$ cat src/rtl/core/skt_pkg.sv
// ----------------------------------------------------------------------------
// skt_pkg
// Shared types and constants for the sorted key table insert and find unit.
// ----------------------------------------------------------------------------
`default_nettype none

package skt_pkg;

    localparam int TABLE_DEPTH_DEF = 256;
    localparam int HASH_W          = 32;
    localparam int KEY_W           = 2 * HASH_W;
    localparam int SIZE_W          = 32;
    localparam int POS_W           = 8;
    localparam int TOTAL_W         = 9;

    typedef enum logic
    {
        CMD_INSERT = 1'b0,
        CMD_FIND   = 1'b1
    } cmd_t;

    typedef enum logic [1:0]
    {
        ST_OK   = 2'd0,
        ST_MISS = 2'd1,
        ST_DUP  = 2'd2,
        ST_FULL = 2'd3
    } status_t;

    typedef struct packed
    {
        cmd_t              cmd;
        logic [HASH_W-1:0] type_hash;
        logic [HASH_W-1:0] file_hash;
        logic [SIZE_W-1:0] entry_size;
    } cmd_data_t;

    typedef struct packed
    {
        status_t            status;
        logic [POS_W-1:0]   position;
        logic [SIZE_W-1:0]  found_size;
        logic [TOTAL_W-1:0] entry_total;
    } rsp_data_t;

    typedef struct packed
    {
        logic [KEY_W-1:0]  key;
        logic [SIZE_W-1:0] size;
    } entry_t;

    typedef struct packed
    {
        logic rd_en;
        logic wr_en;
    } mem_ctl_t;

    typedef enum logic [3:0]
    {
        S_IDLE,
        S_SRCH,
        S_CMP,
        S_HIT,
        S_EVAL,
        S_SHIFT,
        S_WRITE,
        S_RESP
    } state_t;

endpackage

`default_nettype wire

$ cat src/rtl/core/skt_ctrl.sv
// ----------------------------------------------------------------------------
// skt_ctrl
// Sequencer: binary search, hit check, shift-up of later entries and insert.
// ----------------------------------------------------------------------------
`default_nettype none

module skt_ctrl #(
    parameter int TABLE_DEPTH = skt_pkg::TABLE_DEPTH_DEF,
    localparam int IDX_W      = $clog2(TABLE_DEPTH),
    localparam int CNT_W      = $clog2(TABLE_DEPTH + 1)
) (
    input  wire logic               clk,
    input  wire logic               rst_n,
    input  wire logic               cmd_valid,
    input  wire skt_pkg::cmd_data_t cmd_data,
    output logic                    cmd_stall,
    output skt_pkg::mem_ctl_t       mem_ctl,
    output logic [IDX_W-1:0]        rd_addr,
    output logic [IDX_W-1:0]        wr_addr,
    output skt_pkg::entry_t         wr_entry,
    input  wire skt_pkg::entry_t    rd_entry,
    input  wire logic               rsp_free,
    output logic                    rsp_load,
    output skt_pkg::rsp_data_t      rsp
);

    skt_pkg::state_t state_reg, state_next;

    skt_pkg::cmd_t                cmd_reg, cmd_next;
    logic [skt_pkg::KEY_W-1:0]    key_reg, key_next;
    logic [skt_pkg::SIZE_W-1:0]   size_reg, size_next;
    logic [CNT_W-1:0]             count_reg, count_next;
    logic [CNT_W-1:0]             lo_reg, lo_next;
    logic [CNT_W-1:0]             hi_reg, hi_next;
    logic [CNT_W-1:0]             j_reg, j_next;
    logic                         pend_reg, pend_next;
    logic                         hit_reg, hit_next;
    skt_pkg::status_t             status_reg, status_next;
    logic [skt_pkg::SIZE_W-1:0]   fsize_reg, fsize_next;
    logic [CNT_W-1:0]             pos_reg, pos_next;

    logic [CNT_W-1:0] mid;
    logic             full;
    logic             cmd_acc;

    assign mid     = lo_reg + ((hi_reg - lo_reg) >> 1);
    assign full    = (count_reg == CNT_W'(TABLE_DEPTH));
    assign cmd_acc = cmd_valid && (state_reg == skt_pkg::S_IDLE);

    // next state
    always_comb
    begin
        state_next = state_reg;
        unique case (state_reg)
            skt_pkg::S_IDLE:
            begin
                if (cmd_acc)
                begin
                    state_next = skt_pkg::S_SRCH;
                end
            end
            skt_pkg::S_SRCH:
            begin
                priority if (lo_reg < hi_reg)
                begin
                    state_next = skt_pkg::S_CMP;
                end
                else if (lo_reg < count_reg)
                begin
                    state_next = skt_pkg::S_HIT;
                end
                else
                begin
                    state_next = skt_pkg::S_EVAL;
                end
            end
            skt_pkg::S_CMP:   state_next = skt_pkg::S_SRCH;
            skt_pkg::S_HIT:   state_next = skt_pkg::S_EVAL;
            skt_pkg::S_EVAL:
            begin
                if (cmd_reg == skt_pkg::CMD_INSERT && !hit_reg && !full)
                begin
                    state_next = skt_pkg::S_SHIFT;
                end
                else
                begin
                    state_next = skt_pkg::S_RESP;
                end
            end
            skt_pkg::S_SHIFT:
            begin
                if (j_reg == lo_reg && !pend_reg)
                begin
                    state_next = skt_pkg::S_WRITE;
                end
            end
            skt_pkg::S_WRITE: state_next = skt_pkg::S_RESP;
            skt_pkg::S_RESP:
            begin
                if (rsp_free)
                begin
                    state_next = skt_pkg::S_IDLE;
                end
            end
            default:          state_next = skt_pkg::S_IDLE;
        endcase
    end

    // outputs
    always_comb
    begin
        mem_ctl   = '0;
        rd_addr   = IDX_W'(mid);
        wr_addr   = IDX_W'(j_reg + 1'b1);
        wr_entry  = rd_entry;
        rsp_load  = 1'b0;
        cmd_stall = (state_reg != skt_pkg::S_IDLE);
        unique case (state_reg)
            skt_pkg::S_SRCH:
            begin
                mem_ctl.rd_en = (lo_reg < hi_reg) || (lo_reg < count_reg);
                rd_addr       = (lo_reg < hi_reg) ? IDX_W'(mid) : IDX_W'(lo_reg);
            end
            skt_pkg::S_SHIFT:
            begin
                mem_ctl.rd_en = (j_reg > lo_reg);
                rd_addr       = IDX_W'(j_reg - 1'b1);
                mem_ctl.wr_en = pend_reg;
            end
            skt_pkg::S_WRITE:
            begin
                mem_ctl.wr_en = 1'b1;
                wr_addr       = IDX_W'(lo_reg);
                wr_entry.key  = key_reg;
                wr_entry.size = size_reg;
            end
            skt_pkg::S_RESP:
            begin
                rsp_load = rsp_free;
            end
            default:
            begin
            end
        endcase
    end

    // datapath
    always_comb
    begin
        cmd_next    = cmd_reg;
        key_next    = key_reg;
        size_next   = size_reg;
        count_next  = count_reg;
        lo_next     = lo_reg;
        hi_next     = hi_reg;
        j_next      = j_reg;
        pend_next   = pend_reg;
        hit_next    = hit_reg;
        status_next = status_reg;
        fsize_next  = fsize_reg;
        pos_next    = pos_reg;
        unique case (state_reg)
            skt_pkg::S_IDLE:
            begin
                if (cmd_acc)
                begin
                    cmd_next  = cmd_data.cmd;
                    key_next  = {cmd_data.file_hash, cmd_data.type_hash};
                    size_next = cmd_data.entry_size;
                    lo_next   = '0;
                    hi_next   = count_reg;
                    hit_next  = 1'b0;
                end
            end
            skt_pkg::S_CMP:
            begin
                if (rd_entry.key < key_reg)
                begin
                    lo_next = mid + 1'b1;
                end
                else
                begin
                    hi_next = mid;
                end
            end
            skt_pkg::S_HIT:
            begin
                hit_next   = (rd_entry.key == key_reg);
                fsize_next = rd_entry.size;
            end
            skt_pkg::S_EVAL:
            begin
                j_next    = count_reg;
                pend_next = 1'b0;
                priority if (cmd_reg == skt_pkg::CMD_FIND)
                begin
                    status_next = hit_reg ? skt_pkg::ST_OK : skt_pkg::ST_MISS;
                    pos_next    = hit_reg ? lo_reg : '0;
                    fsize_next  = hit_reg ? fsize_reg : '0;
                end
                else if (hit_reg)
                begin
                    status_next = skt_pkg::ST_DUP;
                    pos_next    = lo_reg;
                    fsize_next  = '0;
                end
                else if (full)
                begin
                    status_next = skt_pkg::ST_FULL;
                    pos_next    = '0;
                    fsize_next  = '0;
                end
                else
                begin
                    status_next = skt_pkg::ST_OK;
                    pos_next    = lo_reg;
                    fsize_next  = '0;
                end
            end
            skt_pkg::S_SHIFT:
            begin
                pend_next = (j_reg > lo_reg);
                if (j_reg > lo_reg)
                begin
                    j_next = j_reg - 1'b1;
                end
            end
            skt_pkg::S_WRITE:
            begin
                count_next = count_reg + 1'b1;
            end
            default:
            begin
            end
        endcase
    end

    always_ff @(posedge clk or negedge rst_n)
    begin
        if (!rst_n)
        begin
            state_reg <= skt_pkg::S_IDLE;
            count_reg <= '0;
            pend_reg  <= 1'b0;
        end
        else
        begin
            state_reg <= state_next;
            count_reg <= count_next;
            pend_reg  <= pend_next;
        end
    end

    always_ff @(posedge clk)
    begin
        cmd_reg    <= cmd_next;
        key_reg    <= key_next;
        size_reg   <= size_next;
        lo_reg     <= lo_next;
        hi_reg     <= hi_next;
        j_reg      <= j_next;
        hit_reg    <= hit_next;
        status_reg <= status_next;
        fsize_reg  <= fsize_next;
        pos_reg    <= pos_next;
    end

    assign rsp.status      = status_reg;
    assign rsp.position    = skt_pkg::POS_W'(pos_reg);
    assign rsp.found_size  = fsize_reg;
    assign rsp.entry_total = skt_pkg::TOTAL_W'(count_reg);

endmodule

`default_nettype wire

$ cat config.mk
export PLATFORM = sky130hd
export DESIGN_NAME = skt_ctrl
export DESIGN_NICKNAME = d
export VERILOG_FILES = /design/src/rtl/core/skt_pkg.sv /design/src/rtl/core/skt_ctrl.sv
export SDC_FILE = /design/constraint.sdc
export NUM_CORES = 1
export LEC_CHECK = 0
export ABC_AREA = 1
export BUFFER_PORTS_ARGS = -buffer_cell sky130_fd_sc_hd__buf_2
export CAP_MARGIN = 20
export CORE_MARGIN = 2
export CORE_UTILIZATION = 47
export CTS_CLUSTER_DIAMETER = 60
export DETAILED_ROUTE_END_ITERATION = 6
export HOLD_SLACK_MARGIN = 0.08
export PLACE_DENSITY = 0.78
export SYNTH_ARGS = -nofsm -noshare
export SYNTH_HDL_FRONTEND = slang
export SYNTH_SLANG_ARGS = --single-unit
$ cat constraint.sdc
create_clock -name clk -period 5.7 [get_ports clk]
set_input_delay 0 -clock clk [delete_from_list [all_inputs] [get_ports clk]]
set_output_delay 0 -clock clk [all_outputs]
set_load 0.02 [all_outputs]
# Word-level counts from Yosys, hierarchy flattened

Cells that the tools add are included.

Register bits after elaboration: 181
Bits of input ports: 197
Logic and storage cells: 98

Add/subtract/negate cells: 6
Order comparisons: 4
Equality and inequality tests: 17
Muxes and demuxes: 36
Bitwise gates (word level): 1
Reduce and logical (&&, ||, !) cells: 21

Operators with widths:

| cell                | number |
|---|---|
| $mux 96             | 1 |
| $eq 64x64->1        | 1 |
| $lt 64x64->1        | 1 |
| $mux 32             | 2 |
| $pmux 32 s2         | 1 |
| $pmux 9 s2          | 3 |
| $mux 8              | 6 |
| $mux 9              | 5 |
| $pmux 4 s8          | 1 |
| $add 9x1->9 const B | 2 |
| $lt 9x9->1          | 2 |
| $eq 4x3->1 const B  | 4 |
| $pmux 8 s2          | 1 |
| $mux 4              | 3 |
| $ne 2x2->1 const B  | 6 |
| $add 9x8->9         | 1 |
| $eq 9x9->1          | 1 |
| $eq 9x9->1 const B  | 1 |
| $gt 9x9->1          | 1 |
| $reduce_and 3->1    | 3 |
| $sub 9x1->9 const B | 1 |
| $sub 9x9->9         | 1 |
| $add 8x1->8 const B | 1 |
| $eq 4x2->1 const B  | 2 |
| other kinds (14)    | 34 |

# Depth between registers and ports, before layout

Depth after elaboration: 5
Depth in mapped cells: 20
Depth with buffers taken out: 20

# Least setup slack after synthesis

No wires, ideal clock.

Path type: reg-to-reg
Start: reg state_reg[1]
End: reg lo_reg[0] (enable)
Arrival time: 5,813 ps
Data required time: 5,324 ps
Path slack: -489 ps
Cell stages (with the launch flop): 7
Path buffers: 1
Cells stage by stage: dfrtp_1 > buf_2 > nor2_1 > nand2_1 > nor2_1 > inv_1 > o21ai_1

Cells in the longest elaborated chain, start to end: 4
Elaborated cells on any way between the ends: 7

Ends and longest elaborated chain:

| element                        | line                            | source |
|---|---|---|
| start, declared                | skt_ctrl.sv:27                  | `skt_pkg::state_t state_reg, state_next;` |
| start signal, assigned         | skt_ctrl.sv:242                 | `state_reg <= skt_pkg::S_IDLE;` |
| start signal, assigned         | skt_ctrl.sv:248                 | `state_reg <= state_next;` |
| $logic_not 4->1                | skt_ctrl.sv:48, skt_ctrl.sv:162 |  |
| $logic_and 1x1->1              | skt_ctrl.sv:48                  | `assign cmd_acc = cmd_valid && (state_reg == skt_pkg::S_IDLE);` |
| $ne 2x2->1 (no line)           | n/a                             |  |
| $reduce_and 3->1 (no line) (*) | n/a                             |  |
| end signal, assigned           | skt_ctrl.sv:259                 | `lo_reg <= lo_next;` |
| end, declared                  | skt_ctrl.sv:33                  | `logic [CNT_W-1:0] lo_reg, lo_next;` |

Every way passes the cells marked *; elsewhere a longest branch is shown, timed or not.
A chain may end at the register's enable or synchronous reset.

# Worst setup path in the final report

Start: reg lo_reg[4]
End: out rd_addr[7]

Cells in the longest elaborated chain, start to end: 4
Elaborated cells on any way between the ends: 5

Ends and longest elaborated chain:

| element        | line            | source |
|---|---|---|
| $sub 9x9->9    | skt_ctrl.sv:46  | `assign mid = lo_reg + ((hi_reg - lo_reg) >> 1);` |
| $add 9x8->9    | skt_ctrl.sv:46  |  |
| $mux 8         | skt_ctrl.sv:122 | `rd_addr = (lo_reg < hi_reg) ? IDX_W'(mid) : IDX_W'(lo_reg);` |
| $pmux 8 s2 (*) | skt_ctrl.sv:118 | `unique case (state_reg)` |
| end, declared  | skt_ctrl.sv:18  | `output logic [IDX_W-1:0] rd_addr,` |

Marks and branches as above.

==> summary.txt <==
Global route
  – Initial antenna violation count: 1
  – Vias in the first global route: 10301
  – Tot GR Track Use: 28.0%
  – Largest net degree at the start of global routing: 80
  – First-pass GRT wire length: 52600 um
  – GRT overflow: 0

Floorplan
  – Chip Width: 156 um
  – Cell Rows: 55
  – Initial core utilization: 47.8%
  – Die area: 0.0242 mm^2
  – I/O pins: 364
  – Die height: 156 um
  – Core area: 0.0226 mm^2

Final layout
  – Share of cells above drive strength 1: 24.3%
  – Filler cells: 1741
  – Post-route cell area: 0.0149 mm^2
  – Area taken by multi-input logic gates: 0.00466 mm^2
  – Max FFs per register: 64
  – Sequential cell area: 0.00534 mm^2
  – Diodes inserted: 0
  – NumNets Final: 2010
  – Area Overhead vs Synth: 37.6%
  – Util after Layout: 65.7%

Setup path
  – Crit end category: primary output
  – Cell repeated most along the worst path: nand2_1
  – Worst path slowest cell: edfxtp_1
  – Required time at the worst-slack endpoint: 5.70 ns
  – Data arrival, critical path: 3.58 ns
  – Crit-path cells: inv_1, ha_1, a21oi_1, o21ai_1, a21oi_1, nor2_1, nor2_1, xnor2_1, ha_1, nand2_1, inv_1, a21oi_1, nand2_1, nand2_1, nand2_1, inv_1, nand2_1, nand3_1, buf_2
  – Crit start category: register
  – Kind of critical path: register to primary output
  – Crit-path max FO: 6
  – Critical Path Max Stage Delay: 0.50 ns

Min path
  – Type of the most critical hold path: input port to register

Clock tree
  – Clock Tree Buf Depth: 2
  – Skew-Pair Late Insertion Delay: 0.44 ns
  – CTS tree: done
  – Total CTS buffers: 17
  – CTS Hold Bufs: 133
  – Post-cts gate resize count: 0
  – Clk sinks: 180
  – Worst-path clk slew: 0.09 ns
  – CTS Root Cell: clkbuf_16
  – Htree depth: 4
  – Post-CTS setup buffers: 0

Synth
  – Post-synth EDFFs: 167
  – Largest cells by area after synthesis: edfxtp_1 (46%), ha_1 (12%), nand2_1 (10%)
  – Post-synthesis net count: 1521
  – Synthesis-stage register bit count: 180
  – Ys async rst share: 7.22%
  – Synthesized area per cell: 8.87 um^2
  – Post-synthesis instance area: 0.0108 mm^2
  – Largest area contributor in the netlist: edfxtp_1
  – Post-synth top flop: edfxtp_1
  – Sequential-to-total area share from yosys stat: 49.4%
  – Count leader, synth: nand2_1
  – Yosys cell types: 39
  – Synth top area share: 46.4%
  – Synth cell count leaders: nand2_1 (287), inv_1 (178), edfxtp_1 (167)
  – Synth warn: 0
  – Synth Instances: 1219

STA
  – Final slew viol count: 0
  – Final setup vio count: 0
  – Headroom to the max-slew limit: 31.4%
  – Slew of the pin with the lowest slew margin: 1.02 ns
  – Crit path time final: 3.58 ns
  – TNS Setup: 0 ns
  – Clk_skew: 0.0208 ns
  – Final Hold Viols: 0
  – Maximum clock rate: 0.279 GHz
  – Fin crit share: 62.8%
  – RSZ-0062 raised after global routing: no

Pwr
  – Leakage dissipation: 7.19 nW
  – Maximum VDD drop: 252 uV
  – Pwr dens: 482 mW/mm^2

Drt
  – Post-route antenna net violation count: 0
  – Drt pass-1 iters: 6
  – DRC: 0
  – Via density: 5.19
  – Vias: 10411
  – WL per Instance: 17.4 um
  – DRT iter0 DRCs: 713
  – Drt total wl: 34900 um

Placement
  – Port Buffers: 363
  – Final HPWL DP: 24800 um
  – GPL Wtd Cong: 0.919
  – Placement Cell Area: 0.0129 mm^2

Run
  – Max Cap Viol: 0

Run status
  – Status: complete, no violations
-- placed cells by master, fill, tap and decap left out, types with 3 or more instances in the layout --
master,n
edfxtp_1,167
clkbuf_16,17
nor2_1,104
o21ai_0,140
clkinv_8,7
nand4_1,14
buf_4,7
ha_1,103
xor2_1,18
nand3b_1,4
nor2_4,3
a21o_1,3
a21oi_1,56
inv_1,177
inv_12,4
buf_2,363
dlygate4sd3_1,133
nor3_1,11
o21a_1,3
xnor2_1,6
nand3_1,50
inv_2,4
dfrtp_1,13
nand2_1,287
-- routing by layer --
| layer | vias up | track usage [%] | part of all wire, % |
|---|---|---|---|
| met5 | - | 0 | 0 |
| met4 | 0 | 11.4 | 3.8 |
| met3 | 93 | 7.17 | 8.3 |
| met2 | 524 | 49.7 | 50 |
| met1 | 4753 | 32.3 | 38 |
| li1 | 5041 | - | - |
-- worst max-delay path: cells and delay by family (launching register included) --
kind / cells / cell delay, ns
buffers and inverters: 4 / 0.44
AOI/OAI and AO/OA: 4 / 0.66
adders and majority gates: 2 / 0.69
and+or+nand+nor: 8 / 0.71
xor gates and xnor gates: 1 / 0.13
DFF: 1 / 0.50
-- where the power goes --
group	leakage (nW)	internal, mW	total, mW	switching, mW
Combinational	5.18	1.20	3.88	2.67
Sequential	1.71	1.86	2.05	0.192
Clock	0.306	0.614	1.25	0.641
Total	7.19	3.68	7.18	3.50
-- through the flow --
stage	setup WS (ns)	std cells	hold WS [ns]	total power [mW]
2_1_floorplan	1.25	1219	-0.296	4.61
3_3_place_gp	2.48	1841	-0.0600	5.77
6_report	2.12	2006	0.255	7.18
3_5_place_dp	2.47	1841	-0.0538	5.82
4_1_cts	2.13	2006	0.233	7.15
5_1_grt	1.80	2006	0.253	7.66
-- kinds of logic (layout without fill, tap and decap cells) --
| group | Yosys count | after routing | share of synthesized area [%] |
|---|---|---|---|
| adders and majority gates | 105 | 105 | 12.3 |
| buffers and inverters | 215 | 717 | 7.68 |
| xor gates and xnor gates | 24 | 24 | 1.94 |
| AOI/OAI and AO/OA | 212 | 212 | 10.2 |
| DFF | 180 | 180 | 49.4 |
| and+or+nand+nor | 483 | 483 | 18.5 |
-- final timing paths --
| check | from | endpoint | slack (ns) | cells after the start |
|---|---|---|---|---|
| max | lo_reg[4] | rd_addr[7] | 2.12 | 19 |
| min | cmd_data[83] | key_reg[19] | 0.25 | 2 |
| max reg2reg | lo_reg[0] | lo_reg[8] | 2.39 | 14 |
| min reg2reg | pend_reg | pend_reg | 0.56 | 2 |
| max in group asynchronous | rst_n | count_reg[0] | 4.50 | 3 |
| min in group asynchronous | rst_n | count_reg[6] | 0.71 | 3 |
-- area by class of cell --
type                    count  area share, %
clock buffers              17           2.86
clock inverters            15           1.45
inverters                 182           4.59
multi-input cells         824           31.3
flip-flops and latches    180           35.9
well taps                 285           2.40
repair buffers            503           21.5
Note: power is estimated with default switching activity, not from simulation.
